**config.mk**
```make
export PLATFORM = sky130hd
export DESIGN_NAME = ite_front
export DESIGN_NICKNAME = d
export VERILOG_FILES = /design/src/hw/rtl/ite_pkg.sv /design/src/hw/rtl/ite_front.sv
export SDC_FILE = /design/constraint.sdc
export NUM_CORES = 1
export LEC_CHECK = 0
export CAP_MARGIN = 20
export CORE_MARGIN = 10
export CORE_UTILIZATION = 58
export CTS_BUF_LIST = sky130_fd_sc_hd__clkbuf_16
export DETAILED_ROUTE_END_ITERATION = 10
export DONT_BUFFER_PORTS = 1
export PLACE_DENSITY = 0.76
export SLEW_MARGIN = 20
export SYNTH_ARGS = -nofsm -noshare
export SYNTH_HDL_FRONTEND = slang
export SYNTH_SLANG_ARGS = --single-unit
export TNS_END_PERCENT = 20
```
**constraint.sdc**
```tcl
create_clock -name clk_i -period 6.75 [get_ports clk_i]
set_input_delay 0.3375 -clock clk_i [delete_from_list [all_inputs] [get_ports clk_i]]
set_output_delay 0.3375 -clock clk_i [all_outputs]
set_load 0.02 [all_outputs]
```
**src/hw/rtl/ite_pkg.sv**
```systemverilog
// Shared constants and types for the IMU temperature noise estimator.
package ite_pkg;

  // Step clamp limits in microseconds
  localparam logic [19:0] StepMin = 20'd100;
  localparam logic [19:0] StepMax = 20'd1000000;

  // Temperature: floor((256*raw + 3179741 + 340*16384) / 340) - 16384
  localparam logic signed [25:0] TempBias   = 26'sd8750301;
  localparam logic [23:0]        TempRecip  = 24'd12632257;  // ceil(2^30 / 85)
  localparam int                 TempShift  = 30;
  localparam logic signed [16:0] TempOffset = 17'sd16384;

  // Window and fixed-point formats
  localparam int WindowDepth = 64;
  localparam int PosW   = (WindowDepth > 1) ? $clog2(WindowDepth) : 1;
  localparam int FillW  = $clog2(WindowDepth + 1);
  localparam int InstW  = 40;
  localparam int VarW   = 40;
  localparam int SumW   = InstW + FillW;
  localparam int DvsW   = 43;
  localparam int SqW    = 76;
  localparam int DivSteps = 40;
  localparam logic [16:0] ScaleDen = 17'd115600;

  // Item queue between front and back
  localparam int QueueDepth = 2;
  localparam int QPtrW = (QueueDepth > 1) ? $clog2(QueueDepth) : 1;
  localparam int QCntW = $clog2(QueueDepth + 1);

  typedef struct packed {
    logic signed [15:0] r0;
    logic signed [15:0] r1;
    logic signed [15:0] r2;
    logic [19:0]        h1;
    logic [19:0]        h2;
    logic               steady;
    logic signed [16:0] temp;
  } item_t;

endpackage

```
**src/hw/rtl/ite_front.sv**
```systemverilog
// Front end: accepts samples, clamps the step, converts temperature, keeps history.
module ite_front import ite_pkg::*; (
  input  logic               clk_i,
  input  logic               rst_ni,
  input  logic               in_valid_i,
  output logic               in_stall_o,
  input  logic signed [15:0] temp_raw_i,
  input  logic [19:0]        step_us_i,
  input  logic               q_full_i,
  output logic               push_o,
  output item_t              item_o
);

  logic signed [15:0] r1_q, r2_q;
  logic [19:0]        h1_q;
  logic [1:0]         cnt_q;
  logic [19:0]        h2;
  logic signed [25:0] m_biased;
  logic [22:0]        m_quarter;
  logic [46:0]        temp_prod;
  logic [15:0]        temp_quot;

  assign in_stall_o = q_full_i;
  assign push_o     = in_valid_i && !q_full_i;

  // Clamp the step
  always_comb begin
    h2 = step_us_i;
    if (step_us_i < StepMin) begin
      h2 = StepMin;
    end else if (step_us_i > StepMax) begin
      h2 = StepMax;
    end
  end

  // Temperature by reciprocal multiply on a positive biased value
  assign m_biased  = {{2{temp_raw_i[15]}}, temp_raw_i, 8'h00} + TempBias;
  assign m_quarter = m_biased[24:2];
  assign temp_prod = {24'h0, m_quarter} * {23'h0, TempRecip};
  assign temp_quot = temp_prod[TempShift+15:TempShift];

  // Classify and build the queue beat
  always_comb begin
    item_o.r0     = r1_q;
    item_o.r1     = r2_q;
    item_o.r2     = temp_raw_i;
    item_o.h1     = h1_q;
    item_o.h2     = h2;
    item_o.steady = (cnt_q == 2'd2) || (cnt_q == 2'd3);
    item_o.temp   = $signed({1'b0, temp_quot}) - TempOffset;
  end

  // Advance sample history
  always_ff @(posedge clk_i or negedge rst_ni) begin
    if (!rst_ni) begin
      r1_q  <= '0;
      r2_q  <= '0;
      h1_q  <= '0;
      cnt_q <= '0;
    end else if (push_o) begin
      r1_q <= r2_q;
      r2_q <= temp_raw_i;
      h1_q <= h2;
      if (cnt_q != 2'd3) begin
        cnt_q <= cnt_q + 2'd1;
      end
    end
  end

endmodule

```
==> Word level (Yosys, flattened, before mapping) <==
Index checks and enable logic that the tools add are counted.
{ "word_totals": {"output_inout_bits": 108, "reg_bits": 54, "input_bits": 40, "wordCells": 19} }
{ "classes": {"addsub": 3, "n_eq_ne": 3, "n_mux": 2, "multipliers": 1, "n_lt_le_gt_ge": 2, "n_reduce_logical": 4} }
{ "ops": {"columns": ["operator", "n"], "rows": [
  ["23-bit by 24-bit multiplier with 46-bit output, second input constant", 1],
  ["20-bit two-way mux", 2],
  ["24-bit by 25-bit adder with 25-bit output, second input constant", 1],
  ["20-bit greater-than comparator, second input constant", 1],
  ["20-bit by 7-bit < comparator with 1-bit output, second input constant", 1],
  ["16-bit by 15-bit subtractor with 17-bit output, second input constant", 1],
  ["2-bit equality test, second input constant", 2],
  ["2-bit by 1-bit adder with 2-bit output, second input constant", 1],
  ["2-bit inequality test, second input constant", 1],
  ["2-bit AND reduction", 1],
  ["1-bit logical AND", 1],
  ["1-bit zero test", 1],
  ["1-bit logical OR", 1]
]} }

==> Logic depth before layout (Yosys ltp) <==
Gate-level depths: netlist (run 1).
{ "depth": {"word_depth": 3, "depth_mapped": 27, "depth_no_buf": 27} }

==> Least setup slack after synthesis (run 1) <==
Ideal clock, no wire load.
{ "synth_path": {"path_type": "input -> output", "start": "input port temp_raw_i[5]", "end": "output port item_o[15] (netlist bit)", "t_arrival_ns": 6.985, "stages": 27, "required_ns": 6.412, "path_buffers": 0, "path_slack_ns": -0.572, "path_cell_list": "and3_1 > and3_1 > or3_1 > a21oi_1 > nor3b_1 > xnor2_1 > ha_1 > ha_1 > fa_1 > inv_1 > fa_1 > inv_1 > fa_1 > inv_1 > fa_1 > inv_1 > ha_1 > ha_1 > a21o_1 > and3_1 > a2111oi_2 > nand4_1 > nand4_1 > o21ai_1 > xnor2_1 > ha_1 > inv_1"} }
{ "synth_lines": {"columns": ["element", "line_no", "rtl"], "rows": [
  ["start, declared", "ite_front.sv:7", "input logic signed [15:0] temp_raw_i,"],
  ["end, declared", "ite_front.sv:11", "output item_t item_o"]
]} }

==> run summary, run 1 <==
Relative slew slack = 59.8%
Crit path kind = primary input to output port
Max-cap violations = 0
First drt pass iteration count = 5
Initial antenna violation count = 0
Clock Skews = 0.00546 ns
Total global-route track usage = 22.7%
DRC viols = 0
CP max FO = 4
Die height = 132 µm
Row count = 40
Count of final max-slew check failures = 0
Commonest cells after routing, fill and taps aside = ha_1, nand2_1, inv_1, buf_4, dfrtp_1
Number of synthesized register bits = 54
Worst endpoint data arrival time = 6.52 ns
Max Root-Sink Buffers = 2
Layout Area Growth over Synthesis = 16.2%
Worst setup margin = -0.112 ns
Clock latency on the worst-skew pair = 0.29 ns
Crit start category = primary input
Vias in the first global route = 6263
Yosys top cell by area = ha_1
Peak Freq = 0.146 GHz
Slowest-stage cell, CP = fa_1
Grt ovf = 0
Die width = 132 µm
Placer Congestion = 0.913
IO Port Bufs = 0
Most common cell after layout, fill and taps aside = ha_1
Synth warn = 0
Yosys cell types = 67
Iter 0 DRT Violations = 324
Total die area = 17500 µm²
Syn nets = 1051
Clock buffer count from CTS = 5
CTS root buffer = clkbuf_16
CTS tree = built
Final hold vios = 0
Finished Core Util = 69.7%
I/O Pins = 148
N_diodes = 0
Final WL = 20000 µm
Final setup violation count = 3
Min-delay worst type = primary input to flip-flop
Final worst-path cycle share = 102%
Least-Margin Pin Slew = 0.603 ns
CTS H-tree lvls = 2
Failing checks = negative setup slack
Post-synth top flop = dfrtp_1
Req. time, crit path = 6.41 ns
Seq/Total Area, Yosys = 18.5%
Syn Std Cell Area = 7300 µm²
CTS sink cnt = 54
Core area = 12200 µm²
First-pass GRT wire length = 32700 µm
Vias/cell = 5.75
Status = finished, violations left
Final ANT Viol Nets = 0
Slowest stage delay, CP = 0.54 ns
Synth area leaders = ha_1, dfrtp_1, fa_1
Worst Setup End Kind = output port
Mapped Cells = 806
Final net count = 1115
Post-synth EDFFs = 0
Largest net degree at the start of global routing = 55
Vias = 5975
Final cell count without fillers = 1039
Synth top area share = 26.2%
Drt wl/cell = 19.2 µm
Clock-pin slew on the worst setup and hold paths = 0.07 ns
Cells after DPL = 1020
RSZ-0062 raised after global routing = true
Async SR Flop Fraction = 100%
Effective utilization at floorplan = 60.0%
Avg Cell Area, Syn = 9.05 µm²
Critical Path Most Common Cell = inv_2
Layout cell share with drive strength beyond 1 = 21.7%
Fin crit period = 6.86 ns
Post-DP HPWL = 16800 µm
==> layer usage <==
metal | global-route usage, % | routed length [µm]
met1 | 27.6 | 7880
met2 | 39.1 | 9930
met3 | 4.65 | 1720
met4 | 6.86 | 452
met5 | 0 | 0
==> final cells by class <==
type	instances	area, µm²
timing repair buffer	96	743
tap	168	210
inverter	131	492
multi-input combinational	582	5540
fill	940	3680
clock inverter	3	16.3
sequential	54	1350
clock buffer	5	125
==> logic make-up after synthesis <==
group,after synthesis,synth area share (%)
XOR/XNOR,32,3.84
buffers and inverters,170,9.74
flip-flops,54,18.5
multiplexers,15,2.37
adder cells (fa/ha/maj),205,40.5
AO/OA/AOI/OAI,111,10.7
AND/OR/NAND/NOR,219,14.4
==> critical path: cells and delay by family <==
kind,cells,cell delay (ns)
AO/OA/AOI/OAI,7,1.21
AND/OR/NAND/NOR,5,0.83
XOR/XNOR,1,0.21
adder cells (fa/ha/maj),9,3.33
buffers and inverters,7,0.59
==> Yosys cell counts (5+ instances only) <==
| library cell | count |
|---|---|
| and2_1 | 6 |
| dfrtp_1 | 54 |
| nand3_1 | 12 |
| and2_2 | 6 |
| mux2_2 | 14 |
| inv_1 | 130 |
| nand4_1 | 11 |
| and3_1 | 11 |
| buf_4 | 17 |
| a21oi_1 | 28 |
| ha_1 | 153 |
| clkbuf_1 | 16 |
| fa_1 | 52 |
| nor2_1 | 16 |
| a31oi_1 | 5 |
| o21ai_0 | 19 |
| xor2_1 | 10 |
| a21o_1 | 16 |
| nand2_1 | 126 |
| xnor2_1 | 22 |
==> flip-flops by register name (all words and copies together), names as in the netlist <==
register and flops:
cnt_q 2, r1_q 16, r2_q 16, h1_q 20
==> through the flow <==
step | hold slack, ns | TNS [ns] | setup slack, ns | instance area, µm²
after global placement | 0.0434 | -0.805 | -0.292 | 7980
after CTS | 0.144 | -0.170 | -0.0992 | 8390
after detailed placement | 0.0437 | -3.22 | -0.471 | 7980
after floorplan | 0.0419 | 0 | 0.000974 | 7350
final | 0.151 | -0.142 | -0.112 | 8480
after global routing | 0.154 | -2.59 | -0.335 | 8480
==> final timing paths <==
path,start,endpoint,slack (ns),cells after the start
worst min-delay path,step_us_i[17],h1_q[17]$_DFFE_PN0P_,0.15,2
worst min register to register,cnt_q[1]$_DFFE_PN0P_,cnt_q[1]$_DFFE_PN0P_,0.56,2
max in group asynchronous,rst_ni,r1_q[3]$_DFFE_PN0P_,5.94,2
worst max-delay path,temp_raw_i[6],item_o[15],-0.11,29
min in group asynchronous,rst_ni,h1_q[13]$_DFFE_PN0P_,0.56,2
worst max register to register,cnt_q[0]$_DFFE_PN0P_,cnt_q[1]$_DFFE_PN0P_,5.72,3
==> repair_timing <==
item / CTS / global route
hold buffers: 2 / 0
pin swaps: 36 / 11
resized for setup: 38 / 18
hold endpoints to repair: 54 / 0
setup endpoints to repair: 16 / 16
buffers inserted: 7 / 2
Power of run 1 is not shown: default switching activity piles up to over one toggle a cycle in this logic, so the estimate is an artifact.
==> inputs of run 2 (changes only) <==
ABC_AREA = 1   (was not set)
==> run 2 against run 1 <==
Compared with the run above: fmax grew 7.3%; utilization fell by 8.5 points; highest routed layer unchanged; cell area fell by 0.87%; first-iteration DRC count up 12%; clock skew is essentially flat; count of clock-buffer cells in the layout is the same; the run now ends clean.
==> run summary, run 2 <==
DRC viols = 0 (unchanged)
Count of final max-slew check failures = 0 (unchanged)
Commonest cells after routing, fill and taps aside = nand2_1, inv_1, ha_1, nor2_1, o21ai_0
Crit path kind = primary input to output port
Iter 0 DRT Violations = 362 (+12%)
Synth top area share = 23.8% (-2.5 points)
FF+latch area = 1350 µm² (unchanged)
First-pass GRT wire length = 34400 µm (+5.0%)
Clock buffer count from CTS = 5 (unchanged)
Yosys cell types = 34 (-49%)
N_diodes = 0 (unchanged)
Drt wl/cell = 16.5 µm (-14%)
Cell with the most instances after synthesis = nand2_1
Clock latency on the worst-skew pair = 0.29 ns (about the same)
Synth warn = 0 (unchanged)
Worst endpoint data arrival time = 6.06 ns (-0.46 ns)
Syn nets = 1362 (+30%)
Final worst-path cycle share = 94.7% (-7.0 points)
CTS H-tree lvls = 2 (unchanged)
Effective utilization at floorplan = 58.7% (-1.3 points)
CTS root buffer = clkbuf_16
Max Root-Sink Buffers = 2 (unchanged)
Crit path from = temp_raw_i[2]
Clock-pin slew on the worst setup and hold paths = 0.07 ns (about the same)
Top flop regs = h1_q x20, r1_q x16, r2_q x16
Post-synth top flop = dfrtp_1
Clock Skews = 0.00501 ns (-0.000453 ns)
Placer Congestion = 0.983 (+7.6%)
Total global-route track usage = 22.7% (+0.065 points)
Layout cell share with drive strength beyond 1 = 4.36% (-17 points)
Worst hold margin = 0.165 ns (+0.0137 ns)
Layout Area Growth over Synthesis = 4.32%
Worst setup margin = 0.357 ns (+0.469 ns)
Final hold vios = 0 (unchanged)
Area occupied by multi-input gates = 5670 µm² (+2.3%)
Req. time, crit path = 6.41 ns (about the same)
Slowest stage delay, CP = 0.54 ns (about the same)
Vias in the first global route = 6966 (+11%)
Fin crit period = 6.39 ns (-0.469 ns)
Post-synth EDFFs = 0 (unchanged)
Vias/cell = 5.31 (-7.7%)
Number of synthesized register bits = 54 (unchanged)
CP max FO = 8 (+4)
Peak Freq = 0.156 GHz (+7.3%)
Async SR Flop Fraction = 100% (unchanged)
Largest net degree at the start of global routing = 55 (unchanged)
Filler cells = 1256 (+34%)
Max-cap violations = 0 (unchanged)
Slowest-stage cell, CP = fa_1
Syn Std Cell Area = 8060 µm² (+10%)
First drt pass iteration count = 5 (unchanged)
Reg with most FFs = h1_q
Final WL = 21200 µm (+5.9%)
Post-DP HPWL = 18700 µm (+11%)
Final setup violation count = 0 (-3)
Worst R2R Start = cnt_q[1]$_DFFE_PN0P_
Grt ovf = 0 (unchanged)
Die height = 138 µm (+4.3%)
Yosys top cell by area = ha_1
Initial antenna violation count = 0 (unchanged)
Crit start category = primary input
Row count = 43 (+7.5%)
Core area = 13700 µm² (+13%)
Synth area leaders = ha_1, dfrtp_1, fa_1
Seq/Total Area, Yosys = 16.8% (-1.8 points)
Min-delay worst type = primary input to flip-flop
Commonest cells post-synth = nand2_1, inv_1, ha_1
Worst Setup End Kind = output port
IO Port Bufs = 0 (unchanged)
Setup TNS Final = 0 ns (+0.142 ns)
Mapped Cells = 1117 (+39%)
Final ANT Viol Nets = 0 (unchanged)
Critical Path Most Common Cell = ha_1
Total die area = 19000 µm² (+8.8%)
Status = finished, final reports clean
Final net count = 1345 (+21%)
Avg Cell Area, Syn = 7.21 µm² (-20%)
CTS sink cnt = 54 (unchanged)
Vias = 6798 (+14%)
CTS tree = built
Least-Margin Pin Slew = 0.606 ns (+0.00353 ns)
Most common cell after layout, fill and taps aside = nand2_1
Largest register FFs = 20 (unchanged)
Worst slack, placed = 0.225 ns (+0.696 ns)
Hold wc startpoint = temp_raw_i[5]
Die width = 138 µm (+4.3%)
I/O Pins = 148 (unchanged)
Relative slew slack = 59.5% (-0.28 points)
[run 2: cell count changes in the layout (fill, tap and decap cells not counted), moves of 12 or more]
cell,change
nand2_1,+147
inv_1,+118
buf_4,-87
nor2_1,+66
o21ai_0,+50
nand3_1,+22
xnor2_1,-15
a21o_1,-14
a21oi_1,+14
mux2_2,-14
nor3_1,+12
[run 2: what timing repair did]
| action | in CTS | in global routing |
|---|---|---|
| hold buffers | 2 | 0 |
| gates resized for setup | 0 | 11 |
| endpoints found under the hold margin | 54 | 0 |
| buffers inserted | 0 | 1 |
| endpoints found under the setup margin | 0 | 8 |
[run 2: kinds of logic after synthesis]
kind of cell	Yosys count	share of synthesized area (%)
AO/OA/AOI/OAI	126	8.26
flip-flops	54	16.8
AND/OR/NAND/NOR	441	22.7
adder cells (fa/ha/maj)	205	36.7
XOR/XNOR	18	1.96
buffers and inverters	273	13.6
[run 2: stage by stage]
stage	area, µm²	util (%)	cells
after floorplan	8060	-	1117
after global placement	8140	59.3	1270
after detailed placement	8140	59.3	1270
after CTS	8350	60.8	1280
after global routing	8410	61.3	1281
final	8410	61.3	1281
[run 2: layout make-up]
type / count / share of cell area (%)
Clock buffer: 5 / 1.49
Timing Repair Buffer: 9 / 1.07
Clock inverter: 3 / 0.491
Multi-Input combinational cell: 790 / 67.5
Inverter: 240 / 10.7
Tap cell: 180 / 2.68
Sequential cell: 54 / 16.1
[run 2: layer usage]
layer	GRT usage [%]	vias to the layer above	wire (µm)
li1	-	3419	-
met1	27.6	3116	8770
met2	39.3	224	10100
met3	3.80	39	1660
met4	8.57	0	680
met5	0	-	0
[run 2: path summary, 6_finish.rpt]
check	end	slack [ns]	depth (start not counted)
max	item_o[15]	0.36	30
max in group asynchronous	h1_q[7]$_DFFE_PN0P_	5.94	2
max reg2reg	cnt_q[0]$_DFFE_PN0P_	5.55	3
min in group asynchronous	r2_q[3]$_DFFE_PN0P_	0.56	2
min reg2reg	cnt_q[1]$_DFFE_PN0P_	0.56	2
min	r2_q[5]$_DFFE_PN0P_	0.17	2
[run 2: worst max-delay path: cells and delay by family]
family                   cells  cell delay (ns)
AND/OR/NAND/NOR              8             0.66
buffers and inverters        6             0.41
XOR/XNOR                     1             0.20
adder cells (fa/ha/maj)     10             3.58
AO/OA/AOI/OAI                5             0.84
Power of run 2 is left out for the same reason.
