## src/hw/rtl/ite_pkg.sv

```systemverilog
// Shared constants and types for the IMU temperature noise estimator.
package ite_pkg;

  // Step clamp limits in microseconds
  localparam logic [19:0] StepMin = 20'd100;
  localparam logic [19:0] StepMax = 20'd1000000;

  // Temperature: floor((256*raw + 3179741 + 340*16384) / 340) - 16384
  localparam logic signed [25:0] TempBias   = 26'sd8750301;
  localparam logic [23:0]        TempRecip  = 24'd12632257;  // ceil(2^30 / 85)
  localparam int                 TempShift  = 30;
  localparam logic signed [16:0] TempOffset = 17'sd16384;

  // Window and fixed-point formats
  localparam int WindowDepth = 64;
  localparam int PosW   = (WindowDepth > 1) ? $clog2(WindowDepth) : 1;
  localparam int FillW  = $clog2(WindowDepth + 1);
  localparam int InstW  = 40;
  localparam int VarW   = 40;
  localparam int SumW   = InstW + FillW;
  localparam int DvsW   = 43;
  localparam int SqW    = 76;
  localparam int DivSteps = 40;
  localparam logic [16:0] ScaleDen = 17'd115600;

  // Item queue between front and back
  localparam int QueueDepth = 2;
  localparam int QPtrW = (QueueDepth > 1) ? $clog2(QueueDepth) : 1;
  localparam int QCntW = $clog2(QueueDepth + 1);

  typedef struct packed {
    logic signed [15:0] r0;
    logic signed [15:0] r1;
    logic signed [15:0] r2;
    logic [19:0]        h1;
    logic [19:0]        h2;
    logic               steady;
    logic signed [16:0] temp;
  } item_t;

endpackage

```

## src/hw/rtl/ite_queue.sv

```systemverilog
// Short item queue between the front and back ends.
module ite_queue import ite_pkg::*; (
  input  logic  clk_i,
  input  logic  rst_ni,
  input  logic  push_i,
  input  item_t item_i,
  input  logic  pop_i,
  output item_t item_o,
  output logic  full_o,
  output logic  empty_o
);

  item_t            ent_q [QueueDepth];
  logic [QPtrW-1:0] wr_ptr_q, rd_ptr_q;
  logic [QCntW-1:0] cnt_q;

  assign full_o  = cnt_q == QCntW'(QueueDepth);
  assign empty_o = cnt_q == '0;
  assign item_o  = ent_q[rd_ptr_q];

  // Store pushed beats
  always_ff @(posedge clk_i) begin
    if (push_i) begin
      ent_q[wr_ptr_q] <= item_i;
    end
  end

  // Advance pointers and count
  always_ff @(posedge clk_i or negedge rst_ni) begin
    if (!rst_ni) begin
      wr_ptr_q <= '0;
      rd_ptr_q <= '0;
      cnt_q    <= '0;
    end else begin
      if (push_i) begin
        wr_ptr_q <= (wr_ptr_q == QPtrW'(QueueDepth - 1)) ? '0 : wr_ptr_q + 1'b1;
      end
      if (pop_i) begin
        rd_ptr_q <= (rd_ptr_q == QPtrW'(QueueDepth - 1)) ? '0 : rd_ptr_q + 1'b1;
      end
      if (push_i && !pop_i) begin
        cnt_q <= cnt_q + 1'b1;
      end else if (pop_i && !push_i) begin
        cnt_q <= cnt_q - 1'b1;
      end
    end
  end

endmodule

```

## config.mk

```make
export PLATFORM = sky130hd
export DESIGN_NAME = ite_queue
export DESIGN_NICKNAME = d
export VERILOG_FILES = /design/src/hw/rtl/ite_pkg.sv /design/src/hw/rtl/ite_queue.sv
export SDC_FILE = /design/constraint.sdc
export NUM_CORES = 1
export LEC_CHECK = 0
export BUFFER_PORTS_ARGS = -buffer_cell sky130_fd_sc_hd__buf_2
export CAP_MARGIN = 30
export CELL_PAD_IN_SITES_DETAIL_PLACEMENT = 1
export CELL_PAD_IN_SITES_GLOBAL_PLACEMENT = 1
export CORE_MARGIN = 2
export CORE_UTILIZATION = 24
export CTS_BUF_LIST = sky130_fd_sc_hd__clkbuf_4 sky130_fd_sc_hd__clkbuf_8
export DETAILED_ROUTE_END_ITERATION = 7
export GPL_ROUTABILITY_DRIVEN = 0
export PLACE_DENSITY_LB_ADDON = 0.1
export SYNTH_ARGS = -nofsm -noshare
export SYNTH_HDL_FRONTEND = slang
export SYNTH_SLANG_ARGS = --single-unit
```

## constraint.sdc

```tcl
create_clock -name clk_i -period 5.42 [get_ports clk_i]
set_clock_uncertainty 0.15 [all_clocks]
set_input_delay 0.271 -clock clk_i [delete_from_list [all_inputs] [get_ports clk_i]]
set_output_delay 0.271 -clock clk_i [all_outputs]
set_load 0.01 [all_outputs]
```

Word level (Yosys, flattened, before mapping)
Memory sizes are Yosys's and may differ from the RTL's.
Index checks and enable logic that the tools add are counted.
{"block": "word_totals", "ramBits": 212, "inputBits": 110, "out_inout_bits": 108, "mem_count": 1, "regBits": 4}
{"block": "classes", "reduce_logical": 6, "n_mux": 6, "n_addsub": 4, "eq_ne": 1}
{"name": "ent_q", "words": 2, "width": 106, "read_ports": 1, "rd_clocked_by_memory_dff": 0, "write_ports": 1, "line": "ite_queue.sv:13", "rtl": "item_t ent_q [QueueDepth];"}
{"op": "$mux W1", "count": 4}
{"op": "$mux W2", "count": 2}
{"op": "$add A1 B1 Y1 const B", "count": 2}
{"op": "$add A2 B1 Y2 const B", "count": 1}
{"op": "$eq A2 B2 Y1 const B", "count": 1}
{"op": "$logic_and A1 B1 Y1", "count": 2}
{"op": "$logic_not A1 Y1", "count": 2}
{"op": "$logic_not A2 Y1", "count": 1}
{"op": "$reduce_bool A2 Y1", "count": 1}
{"op": "$sub A2 B1 Y2 const B", "count": 1}

Longest topological paths before layout
Gate-level depths: netlist (run 1).
{"block": "depth", "ltp_word": 4, "mapped_depth": 5}

Least setup slack after synthesis (run 1)
No wires, ideal clock.
{"block": "synth_path", "path_type": "register to register", "start": "reg wr_ptr_q", "end": "mem ent_q[0][0] (netlist bit), enable pin", "arrival_time_ps": 5092, "slack_ps": -407, "stages_incl_launch_ff": 2, "required_time_ps": 4685, "setup_ps": 585, "cell_sequence": "dfrtp_1 nor2b_1"}
{"element": "start: declaration", "line": "ite_queue.sv:14", "rtl": "logic [QPtrW-1:0] wr_ptr_q, rd_ptr_q;"}
{"element": "start signal: assignment", "line": "ite_queue.sv:36", "rtl": "wr_ptr_q <= (wr_ptr_q == QPtrW'(QueueDepth - 1)) ? '0 : wr_ptr_q + 1'b1;"}
{"element": "end: declaration", "line": "ite_queue.sv:13"}
No word-level cell before the write port.

==> impl_metrics.tcl, run 1 <==
set metrics [dict create \
    worst_skew_pair.late_latency_ps 510 \
    first_global_vias 5309 \
    fmax_ghz 0.380 \
    cp-start-kind "flop" \
    critical-path-max-stage-delay_ps 660 \
    power.density_nw_per_um2 468 \
    route.top_layer_used "met4" \
    seqPwrFrac 0.429 \
    max-slew-margin-rel 0.442 \
    synthesis_stage_register_bit_count 216 \
    detailedRoute.firstIterationViolations 182 \
    leakagePower_nw 4.39 \
    drc 0 \
    cts_tree "built" \
    critPathSlowestCell "buf_4" \
    synth-compound-area-share 0 \
    design.die.area_sq_um 34600 \
    rows 66 \
    final-instance-count-excl-fill 1180 \
    largest_fanout_on_the_critical_path 60 \
    area_growth_syn_to_layout_pct 43.9 \
    mappedNetlistNets 457 \
    power_report.internal_total_mw 3.80 \
    routed_wire_length_per_instance_microns 15.7 \
    synth-seq-area-share 0.813 \
    mostFrequentLayoutCell "buf_2" \
    critPathCaptureType "output port" \
    vdd.ir_drop.worst_uv 199 \
    syn_avg_cell_area_sq_um 23.0 \
    worstMarginPinSlew_ps 836 \
    report.final.hold_viol_count 0 \
    dp.final_hpwl_mm 11.6 \
    n_antenna_cell 0 \
    dieWidth_microns 186 \
    max_cap_violations 0 \
    synth_area_leader_cell "edfxtp_1" \
    ctsLongestPathBuffers 3 \
    post_synth_inst_count 346 \
    switchingPower_mw 1.56 \
    port_buffers 217 \
    combPwrFrac 0.305 \
    layout_worst_path_cycle_share 0.486 \
    postCtsSetupRepairBufs 0 \
    clk_transition_reported_paths_ps 60 \
    grt_util_all_layers 0.107 \
    worst_setup_path_startpoint "rd_ptr_q$_DFFE_PN0P_" \
    crit-reg2reg-launch "wr_ptr_q$_DFFE_PN0P_" \
    most_frequent_cells_in_the_layout "buf_2 (217), edfxtp_1 (212), dlygate4sd3_1 (110)" \
    routed_wl_mm 18.5 \
    synthMuxAreaShare 0.164 \
    post_dp_cell_area_sq_um 9580 \
    detailroute.wirelength.met2_mm 8.75 \
    synthesis.yosys.warnings 0 \
    ys_types 13 \
    worst_path_buffer_plus_inverter_count 2 \
    min-delay-start "item_i[96]" \
    cts-buffers-inserted 40 \
    synth_top_family_by_area "multiplexers" \
    timing.final.crit_period_ps 2630 \
    dr_total_vias 4549 \
    timing_max_transition_violations_final 0 \
    cts.root.buffer_cell "clkbuf_8" \
    initial_utilization 0.244 \
    placedCellCount 999 \
    firstDrtPassIters 4 \
    met3_length_mm 1.73 \
    finalSetupViolations 0 \
    final_net_count 821 \
    coreArea_sq_um 32600 \
    worst_hold_path_type "in -> reg" \
    critical-path-top-delay-family "buffers and inverters" \
    io_pins 218 \
    netlist_top_cells_area "edfxtp_1 (80%), mux2_2 (11%), mux2_4 (5.7%)" \
    dieHeight_microns 186 \
    number_of_antenna_violations_at_the_first_check_in_global_routing 0 \
    cts.htree.levels 2 \
    crit_arrival_ps 2210 \
    post-route-cell-area_sq_um 11400 \
    fin_tns_setup_ps 0 \
    route.layer.met1.wl_mm 7.42 \
    pin_count_of_the_biggest_net_entering_global_routing 66 \
    synthDominantCellAreaShare 0.801 \
    status "finished clean" \
    crit_required_ps 5000 \
    ant_nets 0 \
    crit_path_cell_trace "buf_4 -> mux2_2 -> buf_2" \
    unrepaired_setup_endpoints_after_global_routing "false" \
    timing_worst_setup_path_type "reg -> out" \
    grt_pass1_wl_mm 28.1 \
    post_synth_fa_ha_maj_area_fraction 0.00157 \
    netSwitchingFraction 0.291 \
    synth_simple_gate_area_frac 0.00331 \
    tritoncts_num_sinks 216 \
    viasPerCell 3.86 \
    power_frac_clock 0.267 \
    synth_xor_area_frac 0.00551 \
    synth_area_sq_um 7950 \
    globalRouteOverflowTotal 0 \
    layout-drive-gt1-share 0.533 \
]
stage by stage:
step           power (mW)  utilization  worst slack (ps)  hold WS (ps)
5_1_grt              5.69        0.351              2610           293
3_3_place_gp         3.91        0.293              2890         -58.0
3_5_place_dp         3.94        0.294              3250         -58.9
4_1_cts              5.48        0.350              2660           275
2_1_floorplan        3.35            -              1670          -175
6_report             5.35        0.351              2790           322
final timing paths:
| path | endpoint | slack [ps] | depth (start not counted) |
|---|---|---|---|
| worst max-delay path | item_o[32] | 2790 | 3 |
| worst min-delay path | ent_q[1][96]$_DFFE_PP_ | 320 | 2 |
| worst max register to register | ent_q[1][32]$_DFFE_PP_ | 3610 | 2 |
| worst min register to register | cnt_q[1]$_DFFE_PN0P_ | 350 | 1 |
| max in group asynchronous | rd_ptr_q$_DFFE_PN0P_ | 4380 | 3 |
| min in group asynchronous | cnt_q[0]$_DFFE_PN0P_ | 540 | 3 |
layout make-up:
type / count / area, sq um
Clock buffer: 56 / 677
Timing Repair Buffer: 334 / 2280
Sequential cell: 216 / 6470
Tap cell: 442 / 553
Fill cell: 3368 / 21200
Clock inverter: 14 / 57.6
Multi-Input combinational cell: 117 / 1400
Inverter: 1 / 3.75
synthesized netlist by cell type, drive strengths merged:
library cell and instances:
edfxtp 212, buf 12, mux2 106, nor2 2, xnor2 1, and2 1
inv 1, xor2 4, dfrtp 4, nor2b 2, ha 1
sequential cells by signal, summed over array words and instances (netlist names):
| name | count |
|---|---|
| cnt_q | 2 |
| ent_q | 212 |
| wr_ptr_q | 1 |
| rd_ptr_q | 1 |
per-layer routing:
metal	track usage	up-vias
met3	0.0440	51
met5	0	-
li1	-	2108
met2	0.179	184
met4	0.0476	0
met1	0.118	2206
power by group through the flow:
| stage | Combinational [mW] | Sequential, mW | Clock, mW |
|---|---|---|---|
| floorplan | 1.01 | 2.33 | 0 |
| global placement | 1.59 | 2.32 | 0 |
| detailed placement | 1.61 | 2.34 | 0 |
| CTS | 1.68 | 2.30 | 1.50 |
| global route | 1.79 | 2.33 | 1.58 |
| finish | 1.63 | 2.29 | 1.43 |
repair_timing:
action / in CTS / in global routing
endpoints found under the hold margin: 218 / 0
gates resized for setup: 0 / 0
hold buffers: 110 / 0
worst register-to-register path: cells and delay by family, from the launching register on:
kind          cells  cell delay [ps]
simple gates      1              300
buf+inv           1              560
flops             1              420
kinds of logic after synthesis:
family        after synthesis
xor+xnor                    5
fa+ha+maj                   1
buf+inv                    13
flops                     216
mux                       106
simple gates                5
Power figures use the tool's default switching activity.
==> run 2, diff against run 1 <==
- ABC_AREA: not set -> 1
- clock period: 5.42 -> 2.12 ns (I/O delays scaled with it)
==> impl_metrics.tcl, run 2 <==
set metrics [dict create \
    status "finished clean" \
    clk_transition_reported_paths_ps 60 \
    ctsLongestPathBuffers 3 \
    reg_top3 "ent_q x212, cnt_q x2" \
    tritoncts_num_sinks 216 \
    synthesis.yosys.warnings 0 \
    async_flop_share 0.0185 \
    vdd.ir_drop.worst_uv 602 \
    detailedRoute.firstIterationViolations 138 \
    crit-reg2reg-launch "wr_ptr_q$_DFFE_PN0P_" \
    mostFrequentLayoutCell "buf_2" \
    critPathCaptureType "output port" \
    worst_hold_path_type "in -> reg" \
    post-place-ws_ps 515 \
    first_global_vias 5296 \
    nFillCells 3368 \
    largest_fanout_on_the_critical_path 28 \
    viasPerCell 3.91 \
    setup.reg_to_reg.worst_slack_ps 580 \
    final_net_count 836 \
    cts.root.buffer_cell "clkbuf_8" \
    netlist_top_cells_area "edfxtp_1 (80%), mux2_2 (11%), mux2_4 (5.7%)" \
    timing_max_transition_violations_final 0 \
    synth-seq-area-share 0.811 \
    firstDrtPassIters 4 \
    area_growth_syn_to_layout_pct 45.7 \
    synth_area_sq_um 7970 \
    synth_area_leader_cell "edfxtp_1" \
    synthDominantCellAreaShare 0.799 \
    port_buffers 217 \
    grt_pass1_wl_mm 28.5 \
    report.final.hold_viol_count 0 \
    layout-drive-gt1-share 0.532 \
    synthesis_stage_register_bit_count 216 \
    whs_endpoint "ent_q[1][5]$_DFFE_PP_" \
    dieWidth_microns 186 \
    dp.final_hpwl_mm 11.5 \
    finalWorstSetupSlack_ps 22.7 \
    max_cap_violations 0 \
    min-delay-start "item_i[5]" \
    largest_reg_flops 212 \
    cts.htree.levels 2 \
    coreArea_sq_um 32600 \
    timing_worst_setup_path_type "reg -> out" \
    dieHeight_microns 186 \
    final_core_utilization 0.356 \
    synth_enable_flop_cells 212 \
    worst_skew_pair.late_latency_ps 510 \
    synthTopCellsByCount "edfxtp_1 (212), mux2_2 (76), mux2_4 (30), buf_2 (7), inv_1 (7)" \
    mappedNetlistNets 466 \
    globalRouteOverflowTotal 0 \
    registers.top_by_ff_count "ent_q" \
    r2r-end "ent_q[1][66]$_DFFE_PP_" \
    hold_path_depth 2 \
    syn_avg_cell_area_sq_um 22.5 \
    ys_types 14 \
    io_pins 218 \
    leakagePower_nw 4.47 \
    post_synth_inst_count 355 \
    grt_util_all_layers 0.108 \
    synth_flop_cell "edfxtp_1" \
    cts-buffers-inserted 41 \
    finalSetupViolations 0 \
    crit_required_ps 1860 \
    cts_tree "built" \
    number_of_antenna_violations_at_the_first_check_in_global_routing 1 \
    synthMostInstantiatedCell "edfxtp_1" \
    worst-r2r-cell-count 3 \
    routed_wire_length_per_instance_microns 16.7 \
    rows 66 \
    dr_total_vias 4652 \
    most_frequent_cells_in_the_layout "buf_2 (215), edfxtp_1 (212), dlygate4sd3_1 (110)" \
    initial_utilization 0.244 \
    cp-start-kind "flop" \
    crit_arrival_ps 1840 \
    routed_wl_mm 19.8 \
    placedCellCount 1008 \
    final-instance-count-excl-fill 1191 \
    pin_count_of_the_biggest_net_entering_global_routing 77 \
    design.die.area_sq_um 34700 \
    timing.final.crit_period_ps 2100 \
    power.density_nw_per_um2 1220 \
    max-slew-margin-rel 0.685 \
    drc 0 \
    fmax_ghz 0.477 \
    layout_worst_path_cycle_share 0.989 \
    ant_nets 0 \
    worstMarginPinSlew_ps 472 \
    unrepaired_setup_endpoints_after_global_routing "true" \
]
==> run 2: cell families (layout without fill, tap and decap cells) <==
logic type                 count (synthesis)  in the layout  share of synthesized area
buffers and inverters                     19            412                     0.0148
muxes                                    106            106                      0.164
other                                      0              1                          0
xor gates and xnor gates                   3              3                    0.00330
DFF                                      216            216                      0.811
adders and majority gates                  1              1                    0.00157
and+or+nand+nor                           10             10                    0.00518
==> run 2: where the power goes <==
group	total [mW]	switching (mW)	internal (mW)
sequential	5.89	0.213	5.68
combinational	4.59	2.34	2.26
clock	3.66	1.61	2.05
==> run 2: layout make-up <==
cell class	count	area, sq um	share of cell area
timing repair buffer	339	2430	0.210
tap	442	553	0.0476
clock buffer	57	684	0.0589
antenna	1	2.50	0.000216
clock inverter	9	36.3	0.00313
sequential	216	6470	0.557
inverter	7	30.0	0.00259
multi-input combinational	120	1400	0.121
==> run 2: repair_timing <==
item / in CTS / in global routing
endpoints found under the hold margin: 220 / 0
gates resized for setup: 1 / 4
setup endpoints to repair: 89 / 105
hold buffers: 110 / 0
setup buffers: 0 / 2
cloned: 0 / 4
pin swaps: 0 / 0
==> run 2: metal layers <==
| metal | up-vias | part of all wire | track usage |
|---|---|---|---|
| met4 | 0 | 0.023 | 0.0391 |
| met1 | 2284 | 0.42 | 0.126 |
| met2 | 186 | 0.47 | 0.183 |
| li1 | 2143 | - | - |
| met3 | 39 | 0.087 | 0.0401 |
| met5 | - | 0 | 0 |
==> run 2: worst max path at each step <==
stage	to	slack [ps]	startpoint	depth (start not counted)
after floorplan	ent_q[1][0]$_DFFE_PP_	-470	wr_ptr_q$_DFFE_PN0P_	2
after global placement	item_o[3]	520	rd_ptr_q$_DFFE_PN0P_	3
after detailed placement	item_o[44]	510	rd_ptr_q$_DFFE_PN0P_	3
after CTS	item_o[44]	-60	rd_ptr_q$_DFFE_PN0P_	3
after global routing	item_o[105]	-60	rd_ptr_q$_DFFE_PN0P_	4
final	item_o[44]	20	rd_ptr_q$_DFFE_PN0P_	4
==> run 2: per-stage QoR <==
stage          power, mW  area [sq um]  TNS, ps  hold slack, ps
4_1_cts             14.1         11500    -2620             115
6_report            14.1         11600        0             162
3_5_place_dp        10.2          9640        0            -220
2_1_floorplan       8.53          7980   -96980            -340
5_1_grt             15.0         11600    -2770             140
3_3_place_gp        10.1          9640        0            -225
==> run 2: worst max-delay path: stages (launching register included) <==
cell,delay (ps)
dfrtp_4,440
buf_12,150
buf_16,190
mux2_2,370
buf_2,140
